$ cat src/design/lslf_pkg.sv
// ----------------------------------------------------------------------------
// Least-squares line fit: shared types and constants
// Command and status records between the controller and the datapath, the
// controller state encoding, operand selectors and result codes.
// ----------------------------------------------------------------------------
package lslf_pkg;

   localparam int unsigned SAMPLE_W    = 16;
   localparam int unsigned RESULT_W    = 32;
   localparam int unsigned MIN_POINTS  = 2;
   localparam int unsigned SLOPE_SHIFT = 16;
   localparam int unsigned ICPT_SHIFT  = 8;

   localparam logic [RESULT_W-1:0] SAT_POS = 32'h7FFF_FFFF;
   localparam logic [RESULT_W-1:0] SAT_NEG = 32'h8000_0000;

   typedef enum logic [1:0] {
      FIT_OK   = 2'd0,
      FIT_FEW  = 2'd1,
      FIT_FLAT = 2'd2,
      FIT_MANY = 2'd3
   } fit_status_type;

   typedef enum logic [1:0] {
      A_SXX = 2'd0,
      A_SXY = 2'd1,
      A_SX  = 2'd2
   } mul_a_sel_type;

   typedef enum logic [1:0] {
      B_N  = 2'd0,
      B_SX = 2'd1,
      B_SY = 2'd2
   } mul_b_sel_type;

   typedef enum logic [4:0] {
      ST_ACCUM,
      ST_D1_GO,
      ST_D1_RUN,
      ST_D2_GO,
      ST_D2_RUN,
      ST_D_TEST,
      ST_S1_GO,
      ST_S1_RUN,
      ST_S2_GO,
      ST_S2_RUN,
      ST_SDIV_GO,
      ST_SDIV_RUN,
      ST_I1_GO,
      ST_I1_RUN,
      ST_I2_GO,
      ST_I2_RUN,
      ST_IDIV_GO,
      ST_IDIV_RUN,
      ST_FINISH
   } fit_state_type;

   typedef struct packed {
      logic           acc_en;
      logic           clear_sums;
      logic           mul_start;
      logic           mul_first;
      logic           mul_minus;
      mul_a_sel_type  mul_a_sel;
      mul_b_sel_type  mul_b_sel;
      logic           load_d;
      logic           div_start;
      logic           div_icpt;
      logic           store_slope;
      logic           store_icpt;
      logic           load_out;
      fit_status_type out_status;
   } lslf_cmd_type;

   typedef struct packed {
      logic ovf;
      logic few;
      logic mul_busy;
      logic div_busy;
      logic acc_zero;
   } lslf_sts_type;

endpackage

$ cat src/design/lslf_ctrl.sv
// ----------------------------------------------------------------------------
// Least-squares line fit: controller
// Accepts words while accumulating, then sequences the six products and the
// two divisions of the fit and hands the result to the output register.
// ----------------------------------------------------------------------------
module lslf_ctrl
   import lslf_pkg::*;
(
   input  logic         clock,
   input  logic         reset,
   input  logic         req_tvalid,
   input  logic         req_tlast,
   output logic         req_tready,
   input  logic         rsp_tready,
   output logic         rsp_tvalid,
   input  lslf_sts_type sts,
   output lslf_cmd_type cmd
);

   fit_state_type  state_ff, state_in;
   fit_status_type status_ff, status_in;
   logic           rsp_valid_ff, rsp_valid_in;
   logic           out_free;

   assign out_free = !rsp_valid_ff || rsp_tready;

   always_ff @(posedge clock) begin
      if (reset) begin
         state_ff     <= ST_ACCUM;
         status_ff    <= FIT_OK;
         rsp_valid_ff <= 1'b0;
      end else begin
         state_ff     <= state_in;
         status_ff    <= status_in;
         rsp_valid_ff <= rsp_valid_in;
      end
   end

   always_comb begin
      state_in = state_ff;
      unique case (state_ff)
         ST_ACCUM: begin
            if (req_tvalid && req_tlast) state_in = ST_D1_GO;
         end
         ST_D1_GO: begin
            if (sts.ovf || sts.few) state_in = ST_FINISH;
            else                    state_in = ST_D1_RUN;
         end
         ST_D1_RUN:   if (!sts.mul_busy) state_in = ST_D2_GO;
         ST_D2_GO:    state_in = ST_D2_RUN;
         ST_D2_RUN:   if (!sts.mul_busy) state_in = ST_D_TEST;
         ST_D_TEST: begin
            if (sts.acc_zero) state_in = ST_FINISH;
            else              state_in = ST_S1_GO;
         end
         ST_S1_GO:    state_in = ST_S1_RUN;
         ST_S1_RUN:   if (!sts.mul_busy) state_in = ST_S2_GO;
         ST_S2_GO:    state_in = ST_S2_RUN;
         ST_S2_RUN:   if (!sts.mul_busy) state_in = ST_SDIV_GO;
         ST_SDIV_GO:  state_in = ST_SDIV_RUN;
         ST_SDIV_RUN: if (!sts.div_busy) state_in = ST_I1_GO;
         ST_I1_GO:    state_in = ST_I1_RUN;
         ST_I1_RUN:   if (!sts.mul_busy) state_in = ST_I2_GO;
         ST_I2_GO:    state_in = ST_I2_RUN;
         ST_I2_RUN:   if (!sts.mul_busy) state_in = ST_IDIV_GO;
         ST_IDIV_GO:  state_in = ST_IDIV_RUN;
         ST_IDIV_RUN: if (!sts.div_busy) state_in = ST_FINISH;
         ST_FINISH:   if (out_free) state_in = ST_ACCUM;
         default:     state_in = ST_ACCUM;
      endcase
   end

   always_comb begin
      cmd        = '0;
      status_in  = status_ff;
      req_tready = 1'b0;
      unique case (state_ff)
         ST_ACCUM: begin
            req_tready = 1'b1;
            cmd.acc_en = req_tvalid;
         end
         ST_D1_GO: begin
            // Error cases are known before any arithmetic starts.
            if (sts.ovf)      status_in = FIT_MANY;
            else if (sts.few) status_in = FIT_FEW;
            else              status_in = FIT_OK;
            cmd.mul_start = !(sts.ovf || sts.few);
            cmd.mul_first = 1'b1;
            cmd.mul_a_sel = A_SXX;
            cmd.mul_b_sel = B_N;
         end
         ST_D2_GO: begin
            cmd.mul_start = 1'b1;
            cmd.mul_minus = 1'b1;
            cmd.mul_a_sel = A_SX;
            cmd.mul_b_sel = B_SX;
         end
         ST_D_TEST: begin
            cmd.load_d = 1'b1;
            if (sts.acc_zero) status_in = FIT_FLAT;
         end
         ST_S1_GO: begin
            cmd.mul_start = 1'b1;
            cmd.mul_first = 1'b1;
            cmd.mul_a_sel = A_SXY;
            cmd.mul_b_sel = B_N;
         end
         ST_S2_GO: begin
            cmd.mul_start = 1'b1;
            cmd.mul_minus = 1'b1;
            cmd.mul_a_sel = A_SX;
            cmd.mul_b_sel = B_SY;
         end
         ST_SDIV_GO:  cmd.div_start   = 1'b1;
         ST_SDIV_RUN: cmd.store_slope = !sts.div_busy;
         ST_I1_GO: begin
            cmd.mul_start = 1'b1;
            cmd.mul_first = 1'b1;
            cmd.mul_a_sel = A_SXX;
            cmd.mul_b_sel = B_SY;
         end
         ST_I2_GO: begin
            cmd.mul_start = 1'b1;
            cmd.mul_minus = 1'b1;
            cmd.mul_a_sel = A_SXY;
            cmd.mul_b_sel = B_SX;
         end
         ST_IDIV_GO: begin
            cmd.div_start = 1'b1;
            cmd.div_icpt  = 1'b1;
         end
         ST_IDIV_RUN: cmd.store_icpt = !sts.div_busy;
         ST_FINISH: begin
            cmd.load_out   = out_free;
            cmd.clear_sums = out_free;
            cmd.out_status = status_ff;
         end
         default: begin
            req_tready = 1'b0;
         end
      endcase
   end

   always_comb begin
      if (cmd.load_out)     rsp_valid_in = 1'b1;
      else if (rsp_tready)  rsp_valid_in = 1'b0;
      else                  rsp_valid_in = rsp_valid_ff;
   end

   assign rsp_tvalid = rsp_valid_ff;

endmodule

$ cat src/design/lslf_dp.sv
// ----------------------------------------------------------------------------
// Least-squares line fit: datapath
// Running sums, a shift-and-add multiplier with accumulator, a restoring
// divider with saturation, and the output register.
// ----------------------------------------------------------------------------
module lslf_dp
   import lslf_pkg::*;
#(
   parameter int unsigned MAX_POINTS = 1024
)
(
   input  logic                       clock,
   input  logic                       reset,
   input  logic signed [SAMPLE_W-1:0] x_sample,
   input  logic signed [SAMPLE_W-1:0] y_sample,
   input  lslf_cmd_type               cmd,
   output lslf_sts_type               sts,
   output logic [RESULT_W-1:0]        rsp_slope,
   output logic [RESULT_W-1:0]        rsp_intercept,
   output fit_status_type             rsp_status
);

   localparam int unsigned CW   = $clog2(MAX_POINTS + 1);
   localparam int unsigned SW   = SAMPLE_W + CW;
   localparam int unsigned QW   = 2 * SAMPLE_W - 1 + CW;
   localparam int unsigned AW   = QW + SW + 1;
   localparam int unsigned DMW  = 2 * SAMPLE_W + 2 * CW;
   localparam int unsigned NUMW = AW + ICPT_SHIFT;
   localparam int unsigned XW   = AW + SLOPE_SHIFT;
   localparam int unsigned DCW  = $clog2(NUMW + 1);

   // Running sums
   logic [CW-1:0]           count_ff, count_in;
   logic                    ovf_ff, ovf_in;
   logic signed [SW-1:0]    sum_x_ff, sum_x_in, sum_y_ff, sum_y_in;
   logic signed [QW-1:0]    sum_xx_ff, sum_xx_in, sum_xy_ff, sum_xy_in;
   logic signed [2*SAMPLE_W-1:0] prod_xx, prod_xy;

   assign prod_xx = x_sample * x_sample;
   assign prod_xy = x_sample * y_sample;

   always_comb begin
      count_in  = count_ff;
      ovf_in    = ovf_ff;
      sum_x_in  = sum_x_ff;
      sum_y_in  = sum_y_ff;
      sum_xx_in = sum_xx_ff;
      sum_xy_in = sum_xy_ff;
      if (cmd.clear_sums) begin
         count_in  = '0;
         ovf_in    = 1'b0;
         sum_x_in  = '0;
         sum_y_in  = '0;
         sum_xx_in = '0;
         sum_xy_in = '0;
      end else if (cmd.acc_en) begin
         if (!ovf_ff && (count_ff < CW'(MAX_POINTS))) begin
            count_in  = count_ff + 1'b1;
            sum_x_in  = sum_x_ff + SW'(x_sample);
            sum_y_in  = sum_y_ff + SW'(y_sample);
            sum_xx_in = sum_xx_ff + QW'(prod_xx);
            sum_xy_in = sum_xy_ff + QW'(prod_xy);
         end else begin
            ovf_in = 1'b1;
         end
      end
   end

   always_ff @(posedge clock) begin
      if (reset) begin
         count_ff  <= '0;
         ovf_ff    <= 1'b0;
         sum_x_ff  <= '0;
         sum_y_ff  <= '0;
         sum_xx_ff <= '0;
         sum_xy_ff <= '0;
      end else begin
         count_ff  <= count_in;
         ovf_ff    <= ovf_in;
         sum_x_ff  <= sum_x_in;
         sum_y_ff  <= sum_y_in;
         sum_xx_ff <= sum_xx_in;
         sum_xy_ff <= sum_xy_in;
      end
   end

   // Shift-and-add multiplier. The multiplier operand is taken as a magnitude
   // and its sign folded into the multiplicand together with the term's sign.
   logic signed [QW-1:0] a_src;
   logic signed [SW-1:0] b_src;
   logic signed [AW-1:0] a_ext, a_load;
   logic [SW-1:0]        b_mag;
   logic signed [AW-1:0] mul_a_ff, mul_a_in, acc_ff, acc_in;
   logic [SW-1:0]        mul_b_ff, mul_b_in;

   always_comb begin
      unique case (cmd.mul_a_sel)
         A_SXX:   a_src = sum_xx_ff;
         A_SXY:   a_src = sum_xy_ff;
         A_SX:    a_src = QW'(sum_x_ff);
         default: a_src = '0;
      endcase
      unique case (cmd.mul_b_sel)
         B_N:     b_src = $signed(SW'(count_ff));
         B_SX:    b_src = sum_x_ff;
         B_SY:    b_src = sum_y_ff;
         default: b_src = '0;
      endcase
      a_ext  = AW'(a_src);
      b_mag  = b_src[SW-1] ? $unsigned(-b_src) : $unsigned(b_src);
      a_load = (b_src[SW-1] ^ cmd.mul_minus) ? -a_ext : a_ext;
   end

   always_comb begin
      mul_a_in = mul_a_ff;
      mul_b_in = mul_b_ff;
      acc_in   = acc_ff;
      if (cmd.mul_start) begin
         mul_a_in = a_load;
         mul_b_in = b_mag;
         if (cmd.mul_first) acc_in = '0;
      end else if (mul_b_ff != '0) begin
         if (mul_b_ff[0]) acc_in = acc_ff + mul_a_ff;
         mul_a_in = mul_a_ff <<< 1;
         mul_b_in = mul_b_ff >> 1;
      end
   end

   always_ff @(posedge clock) begin
      if (reset) mul_b_ff <= '0;
      else       mul_b_ff <= mul_b_in;
   end

   always_ff @(posedge clock) begin
      mul_a_ff <= mul_a_in;
      acc_ff   <= acc_in;
   end

   // Restoring divider: one quotient bit a cycle over the numerator magnitude.
   // Bits pushed out of the top of the quotient only matter for saturation.
   logic [DMW-1:0]      d_ff;
   logic signed [XW-1:0] num_ext, num_shifted, num_mag;
   logic [NUMW-1:0]     num_ff, num_in;
   logic [DMW-1:0]      rem_ff, rem_in;
   logic [DMW:0]        rem_wide, rem_sub;
   logic                rem_ge;
   logic [RESULT_W-1:0] q_ff, q_in;
   logic                sticky_ff, sticky_in, neg_ff, neg_in;
   logic [DCW-1:0]      dcnt_ff, dcnt_in;
   logic                q_big;
   logic [RESULT_W-1:0] div_result;

   always_comb begin
      num_ext     = XW'(acc_ff);
      num_shifted = cmd.div_icpt ? (num_ext <<< ICPT_SHIFT) : (num_ext <<< SLOPE_SHIFT);
      num_mag     = num_shifted[XW-1] ? -num_shifted : num_shifted;
      rem_wide    = {rem_ff, num_ff[NUMW-1]};
      rem_sub     = rem_wide - {1'b0, d_ff};
      rem_ge      = (rem_wide >= {1'b0, d_ff});
   end

   always_comb begin
      num_in    = num_ff;
      rem_in    = rem_ff;
      q_in      = q_ff;
      sticky_in = sticky_ff;
      neg_in    = neg_ff;
      dcnt_in   = dcnt_ff;
      if (cmd.div_start) begin
         num_in    = num_mag[NUMW-1:0];
         neg_in    = acc_ff[AW-1];
         rem_in    = '0;
         q_in      = '0;
         sticky_in = 1'b0;
         dcnt_in   = DCW'(NUMW);
      end else if (dcnt_ff != '0) begin
         num_in    = num_ff << 1;
         rem_in    = rem_ge ? rem_sub[DMW-1:0] : rem_wide[DMW-1:0];
         q_in      = {q_ff[RESULT_W-2:0], rem_ge};
         sticky_in = sticky_ff | q_ff[RESULT_W-1];
         dcnt_in   = dcnt_ff - 1'b1;
      end
   end

   always_ff @(posedge clock) begin
      if (reset) dcnt_ff <= '0;
      else       dcnt_ff <= dcnt_in;
   end

   always_ff @(posedge clock) begin
      num_ff    <= num_in;
      rem_ff    <= rem_in;
      q_ff      <= q_in;
      sticky_ff <= sticky_in;
      neg_ff    <= neg_in;
      if (cmd.load_d) d_ff <= acc_ff[DMW-1:0];
   end

   always_comb begin
      q_big = sticky_ff | q_ff[RESULT_W-1];
      if (neg_ff) div_result = q_big ? SAT_NEG : (~q_ff + 1'b1);
      else        div_result = q_big ? SAT_POS : q_ff;
   end

   // Fit results and the output register
   logic [RESULT_W-1:0] slope_res_ff, icpt_res_ff;
   logic [RESULT_W-1:0] rsp_slope_ff, rsp_icpt_ff;
   fit_status_type      rsp_status_ff;

   always_ff @(posedge clock) begin
      if (cmd.store_slope) slope_res_ff <= div_result;
      if (cmd.store_icpt)  icpt_res_ff  <= div_result;
      if (cmd.load_out) begin
         rsp_slope_ff  <= (cmd.out_status == FIT_OK) ? slope_res_ff : '0;
         rsp_icpt_ff   <= (cmd.out_status == FIT_OK) ? icpt_res_ff : '0;
         rsp_status_ff <= cmd.out_status;
      end
   end

   assign rsp_slope     = rsp_slope_ff;
   assign rsp_intercept = rsp_icpt_ff;
   assign rsp_status    = rsp_status_ff;

   assign sts.ovf      = ovf_ff;
   assign sts.few      = (count_ff < CW'(MIN_POINTS));
   assign sts.mul_busy = (mul_b_ff != '0);
   assign sts.div_busy = (dcnt_ff != '0);
   assign sts.acc_zero = (acc_ff == '0);

endmodule

$ cat src/design/least_squares_line_fit.sv
// ----------------------------------------------------------------------------
// Least-squares line fit
// Fits y = slope * x + intercept over a run of Q8.8 sample pairs and returns
// slope and intercept in Q16.16 with a status word at the end of each run.
//
//   Channel  Direction  Word contents
//   req      in         tdata: x_sample [15:0], y_sample [31:16]; tlast: last_pair
//   rsp      out        tdata: slope [31:0], intercept [63:32]; tuser: fit_status
//
// Sample pairs are accepted one per cycle while the block is accumulating.
// After the pair marked last the fit runs: six multiplications, each stepping
// through the significant bits of its multiplier operand, then two divisions
// on the shared one-bit-a-cycle divider. Error runs finish without any
// arithmetic, and a zero x spread ends the fit after the two products of the
// denominator. Reset clears all sums at once. While rsp_tready is low the
// result holds and the next run is still accumulated and fitted; only its
// hand-over to the output waits, and intake pauses until then.
// ----------------------------------------------------------------------------
module least_squares_line_fit
   import lslf_pkg::*;
#(
   parameter int unsigned MAX_POINTS = 1024
)
(
   input  logic        clock,
   input  logic        reset,
   input  logic        req_tvalid,
   output logic        req_tready,
   input  logic [31:0] req_tdata,   // x_sample [15:0], y_sample [31:16]
   input  logic        req_tlast,
   output logic        rsp_tvalid,
   input  logic        rsp_tready,
   output logic [63:0] rsp_tdata,   // slope [31:0], intercept [63:32]
   output logic [1:0]  rsp_tuser    // fit_status [1:0]
);

   lslf_cmd_type        cmd;
   lslf_sts_type        sts;
   logic [RESULT_W-1:0] rsp_slope, rsp_intercept;
   fit_status_type      rsp_status;

   lslf_ctrl u_ctrl (
      .clock      (clock),
      .reset      (reset),
      .req_tvalid (req_tvalid),
      .req_tlast  (req_tlast),
      .req_tready (req_tready),
      .rsp_tready (rsp_tready),
      .rsp_tvalid (rsp_tvalid),
      .sts        (sts),
      .cmd        (cmd)
   );

   lslf_dp #(
      .MAX_POINTS (MAX_POINTS)
   ) u_dp (
      .clock         (clock),
      .reset         (reset),
      .x_sample      (req_tdata[15:0]),
      .y_sample      (req_tdata[31:16]),
      .cmd           (cmd),
      .sts           (sts),
      .rsp_slope     (rsp_slope),
      .rsp_intercept (rsp_intercept),
      .rsp_status    (rsp_status)
   );

   assign rsp_tdata = {rsp_intercept, rsp_slope};
   assign rsp_tuser = rsp_status;

`ifndef SYNTHESIS
   // The word that closes a run starts the fit, so intake must pause.
   a_last_stops_intake: assert property (@(posedge clock) disable iff (reset)
      (req_tvalid && req_tready && req_tlast) |=> !req_tready)
      else $error("word accepted in the cycle after the last word of a run");

   // A failed fit must not leak stale quotients.
   a_error_zeroes_fit: assert property (@(posedge clock) disable iff (reset)
      (rsp_tvalid && (rsp_tuser != FIT_OK)) |-> (rsp_tdata == '0))
      else $error("non-zero slope or intercept reported with an error status");

   // The multiplier and the divider share the accumulator and never overlap.
   a_units_exclusive: assert property (@(posedge clock) disable iff (reset)
      !(sts.mul_busy && sts.div_busy))
      else $error("multiplier and divider busy at the same time");

   // The output word is loaded only when the previous one has gone or is going.
   a_no_overwrite: assert property (@(posedge clock) disable iff (reset)
      cmd.load_out |-> (!rsp_tvalid || rsp_tready))
      else $error("result word overwritten before it was taken");
`endif

endmodule
$ cat config.mk
export PLATFORM = sky130hd
export DESIGN_NAME = least_squares_line_fit
export DESIGN_NICKNAME = d
export VERILOG_FILES = /design/src/design/lslf_pkg.sv /design/src/design/lslf_ctrl.sv /design/src/design/lslf_dp.sv /design/src/design/least_squares_line_fit.sv
export SDC_FILE = /design/constraint.sdc
export NUM_CORES = 2
export LEC_CHECK = 0
export ABC_AREA = 1
export ABC_CLOCK_PERIOD_IN_PS = 10700
export BUFFER_PORTS_ARGS = -buffer_cell sky130_fd_sc_hd__buf_2
export CAP_MARGIN = 20
export CORE_MARGIN = 4
export CORE_UTILIZATION = 55
export DETAILED_ROUTE_END_ITERATION = 10
export GPL_ROUTABILITY_DRIVEN = 1
export PLACE_DENSITY = 0.71
export SLEW_MARGIN = 0
export SYNTH_ARGS = -nofsm -noshare
export SYNTH_HDL_FRONTEND = slang
export SYNTH_SLANG_ARGS = --single-unit
$ cat constraint.sdc
create_clock -name clock -period 10.7 [get_ports clock]
set_clock_uncertainty 0.1 [all_clocks]
set_input_delay 0.535 -clock clock [delete_from_list [all_inputs] [get_ports clock]]
set_output_delay 0.535 -clock clock [all_outputs]
set_load 0.02 [all_outputs]
* Yosys cells after proc, flatten, opt, wreduce, memory -nomap -nowiden
Cells that the tools add are included.
Cells by class: add/sub/neg operators 12, $mul 2, magnitude comparators 3, equal/unequal tests 34, multiplexer cells 54, bitwise logic cells 4, reduce and logical (&&, ||, !) cells 31
Operators with widths (count):
- $mux W70 | 7
- $mux W78 | 4
- $pmux W42 S3 | 1
- $mux W32 | 3
- $pmux W5 S19 | 1
- $add A42 B32 Y42 | 2
- $mux W27 | 3
- $pmux W27 S3 | 1
- $neg A78 Y78 | 1
- $add A70 B70 Y70 | 1
- $logic_not A70 Y1 | 1
- $neg A42 Y70 | 1
- $mul A16 B16 Y32 | 2
- $mux W5 | 12
- $ge A55 B54 Y1 | 1
- $add A27 B16 Y27 | 2
- $mux W54 | 1
- $sub A54 B54 Y54 | 1
- $eq A5 B4 Y1 const B | 8
- $add A32 B1 Y32 const B | 1
- $not A32 Y32 | 1
- $neg A27 Y27 | 1
- $reduce_bool A27 Y1 | 1
- $eq A5 B3 Y1 const B | 4
- other kinds (34) | 79
Word-level totals: flip-flop bits (word level) 682, input port bits 37, output and inout port bits 68, logic and storage cells 165

* Depth between registers and ports, before layout
depth after elaboration 7, mapped depth 31, gate-level depth less buffers 29

* By module
Synthesis repeated with hierarchy kept, for this count alone.
Unflattened totals: cells, all modules 10061, area total of the unflattened synthesis 71700.0 sq um
By module, submodules not included:
- lslf_dp | instances 1, cells each 9923, area an instance 70955.6 sq um, sequential area each 17286.6 sq um
- lslf_ctrl | instances 1, cells each 138, area an instance 744.5 sq um, sequential area each 160.2 sq um

* Least setup slack after synthesis
Ideal clock, no wire load.
path type input-to-reg, start input port req_tdata[15], end register u_dp.sum_xy_ff[37], library setup time 115 ps, arrival time 6808 ps, required time 10485 ps, path slack 3676 ps, stages 24, path buffers 2, cell sequence clkbuf_1 > buf_1 > nand2_1 > inv_1 > fa_1 > inv_1 > fa_1 > fa_1 > fa_1 > inv_1 > fa_1 > inv_1 > fa_1 > inv_1 > ha_1 > nand2_1 > nor2_1 > inv_1 > nor4_1 > nand3_1 > nand3_1 > nor2_1 > o21ai_0 > inv_1
Between the ends: cells in the longest elaborated chain, start to end 2
Ends and longest elaborated chain:
- start: declaration | RTL line least_squares_line_fit.sv:29 | input logic [31:0] req_tdata,
- $mul A16 B16 Y32 | RTL line lslf_dp.sv:40 | assign prod_xy = x_sample * y_sample;
- $add A42 B32 Y42 | RTL line lslf_dp.sv:62 | sum_xy_in = sum_xy_ff + QW'(prod_xy);
- end signal: assignment | RTL line lslf_dp.sv:83 | sum_xy_ff <= sum_xy_in;
- end: declaration | RTL line lslf_dp.sv:36 | logic signed [QW-1:0] sum_xx_ff, sum_xx_in, sum_xy_ff, sum_xy_in;
Every way passes these cells. A chain may end at the register's enable or synchronous reset.

* Final worst setup path
start input port req_tdata[15], end register u_dp.sum_xx_ff[38]
Between the ends: cells in the longest elaborated chain, start to end 2
Ends and longest elaborated chain:
- $mul A16 B16 Y32 | RTL line lslf_dp.sv:39 | assign prod_xx = x_sample * x_sample;
- $add A42 B32 Y42 | RTL line lslf_dp.sv:61 | sum_xx_in = sum_xx_ff + QW'(prod_xx);
- end signal: assignment | RTL line lslf_dp.sv:82 | sum_xx_ff <= sum_xx_in;
- end: declaration | RTL line lslf_dp.sv:36
Every way passes these cells.

==> results.json <==
{
  "status": "finished clean",
  "rsz0062_at_grt": "no",
  "synthesis.nets": 10600,
  "postSynthCellCount": 9455,
  "finalNonFillerCells": 11200,
  "initial_core_util_pct": 55.3,
  "postCtsSetupBuffers": 0,
  "worst_pin_slew_ps": 1160,
  "syn2layout_area_growth_pct": 6.58,
  "ctsHoldBuffers": 0,
  "drc_errors": 0,
  "routed_via_density": 5.61,
  "antenna_left": 0,
  "design.core.area_um2": 127000,
  "nFillCells": 11800,
  "antenna_found_initial": 4,
  "place_inst": 11000,
  "hpwl_mm": 179,
  "routedWlPerCell_um": 20.1,
  "numCtsBuffers": 82,
  "cts.sinks": 674,
  "cp.arrival_ps": 7640,
  "tritoncts": "built",
  "final.setup.tns_ps": 0,
  "hold_viol": 0,
  "preCtsSetupSlack_ps": 2900,
  "ys.flop_type": "edfxtp_1",
  "yosys.area_share.adder_pct": 26.2,
  "grt-ovfl-total": 0,
  "avgSynthCellArea_um2": 7.45,
  "yosysUniqueCellTypes": 69,
  "grt_pass1_wl_mm": 350,
  "worstSkewPairLatency_ps": 700,
  "clock.fmax_ghz": 0.141,
  "routabilityCongestion": 0.986,
  "required_ps": 11220,
  "crit_fanout": 37,
  "root_buffer": "clkbuf_16",
  "netlist_area_um2": 70500,
  "slew_headroom_pct": 22.9,
  "synth_xor_xnor_area_share_pct": 3.01,
  "cts_buffer_depth": 3,
  "synthMuxAreaShare_pct": 0,
  "final-setup-viol-count": 0,
  "grt_pass1_vias": 61800,
  "cts_max_level": 3,
  "die_y_um": 366,
  "end_kind": "flip-flop",
  "cts_resized": 0,
  "synth_seq_area_share_pct": 24.8,
  "finalWorstSetupSlack_ps": 3590,
  "synth_edf_count": 395,
  "synth_top_area_share_pct": 18.4,
  "route.met3.wl_mm": 19.2,
  "synth_common_cells": "nand2_1 (1,977), inv_1 (1,956), nor2_1 (1,017)",
  "async_flop_share_pct": 0,
  "drv_cap": 0,
  "grt_max_degree": 89,
  "grt_use_total_pct": 33.1,
  "met2_length_mm": 101,
  "io_buffer_count": 104,
  "synth.largest_area_cell": "fa_1",
  "die_w_um": 366,
  "hp-class": "in -> reg",
  "drive_above_1_share_pct": 5.18,
  "ys_ff_latch": 674,
  "synth_top_family_by_area": "adder cells",
  "pin_count": 105,
  "routed_wl_mm": 224,
  "yosysWarnings": 0,
  "drt-met1-wl_mm": 96.6,
  "nNetsFinal": 10500,
  "synth.area.top_cells": "fa_1 (18%), edfxtp_1 (17%), nand2_1 (11%)",
  "top_layer_used": "met5",
  "synthSimpleGateAreaFrac_pct": 22.3,
  "cp-start-kind": "input pin",
  "final_util_pct": 59.0,
  "critPathKind": "in -> reg",
  "die_area_um2": 134000,
  "path_clk_slew_ps": 60,
  "period_minus_slack_ps": 7110,
  "first_iter_violations": 6213,
  "yosysMostFrequentCell": "nand2_1",
  "drt-pass1-iter-count": 7,
  "period_share_pct": 66.5,
  "fp-row-count": 131,
  "slew_violations": 0,
  "via_count": 62600,
  "synth_compound_area_share_pct": 11.5
}
==> cell usage in the layout (no fill, tap or decap), types with 52 or more instances in the layout <==
cell | Yosys | final
a21oi_1 | 549 | 548
a31oi_1 | 64 | 64
buf_2 | 21 | 105
clkbuf_16 | 0 | 85
dfxtp_1 | 279 | 279
edfxtp_1 | 395 | 395
fa_1 | 648 | 646
ha_1 | 437 | 437
inv_1 | 1956 | 1953
nand2_1 | 1977 | 1976
nand3_1 | 371 | 370
nand4_1 | 68 | 68
nor2_1 | 1017 | 1010
nor3_1 | 80 | 80
o21ai_0 | 509 | 509
o21ai_1 | 59 | 58
o21bai_1 | 52 | 52
xnor2_1 | 96 | 96
xor2_1 | 144 | 144
==> final timing paths <==
kind | start | to | slack [ps] | depth (start not counted)
max | req_tdata[15] | u_dp.sum_xx_ff[38]$_SDFFE_PP0P_ | 3590 | 23
min | rsp_tready | u_ctrl.rsp_tvalid$_SDFFE_PP0P_ | 160 | 4
max reg2reg | u_dp.sum_xy_ff[3]$_SDFFE_PP0P_ | u_dp.sum_xy_ff[35]$_SDFFE_PP0P_ | 4440 | 25
min reg2reg | u_dp.mul_b_ff[26]$_SDFFE_PP0P_ | u_dp.mul_b_ff[25]$_SDFFE_PP0P_ | 370 | 2
==> metal layers <==
metal,track usage [%],vias up
met5,0,-
met4,11.4,2
met1,46.0,30100
li1,-,29600
met3,5.09,404
met2,53.0,2534
==> sequential cells by signal (all words and copies together) (netlist names), 11 cells and up <==
signal,flops
u_dp.icpt_res_ff,32
u_dp.sum_xx_ff,42
u_dp.q_ff,32
u_dp.num_ff,70
u_dp.rem_ff,54
u_dp.mul_a_ff,70
u_dp.sum_xy_ff,42
u_dp.sum_x_ff,27
u_dp.slope_res_ff,32
u_dp.rsp_slope,32
u_dp.count_ff,11
u_dp.acc_ff,70
u_dp.sum_y_ff,27
u_dp.mul_b_ff,27
u_dp.rsp_intercept,32
u_dp.d_ff,54
==> cell type report <==
| class | instances | area [µm²] | area share [%] |
|---|---|---|---|
| inverter | 1978 | 7440 | 9.90 |
| multi-input combinational | 6534 | 44500 | 59.2 |
| tap | 1662 | 2080 | 2.77 |
| antenna | 2 | 5.00 | 0.00666 |
| clock inverter | 43 | 468 | 0.623 |
| sequential | 674 | 17400 | 23.2 |
| timing repair buffer | 151 | 891 | 1.19 |
| clock buffer | 109 | 2310 | 3.07 |
==> cells by family (layout without fill, tap and decap cells) <==
group / Yosys count / in the layout
simple gates: 3755 / 3755
flops: 674 / 674
buf+inv: 2247 / 2281
other cells: 0 / 2
xor+xnor: 241 / 241
compound gates: 1453 / 1453
fa+ha+maj: 1085 / 1085
==> through the flow <==
| step | hold WS, ps | cell area (µm²) |
|---|---|---|
| global route | 175 | 75100 |
| finish | 157 | 75100 |
| global placement | 352 | 72300 |
| CTS | 111 | 75100 |
| floorplan | 324 | 70500 |
| detailed placement | 360 | 72300 |
==> worst max-delay path, stage by stage <==
cell     delay [ps]
buf_2           320
buf_4           560
nand2_1         120
inv_1           170
fa_2            490
inv_1           220
fa_1            710
fa_1            720
fa_1           1000
fa_1            540
fa_1            550
inv_1            40
ha_1            320
nand2_1         120
nor2_1          150
inv_1            80
nor4_1          390
nand3_1         120
nand3_1         140
a21oi_1          70
o21ai_0          90
nand2_1          60
inv_1            60
Power is left out: the tool's default activity adds up to more than one toggle a clock period on the data nets, which glitch-free logic cannot reach.
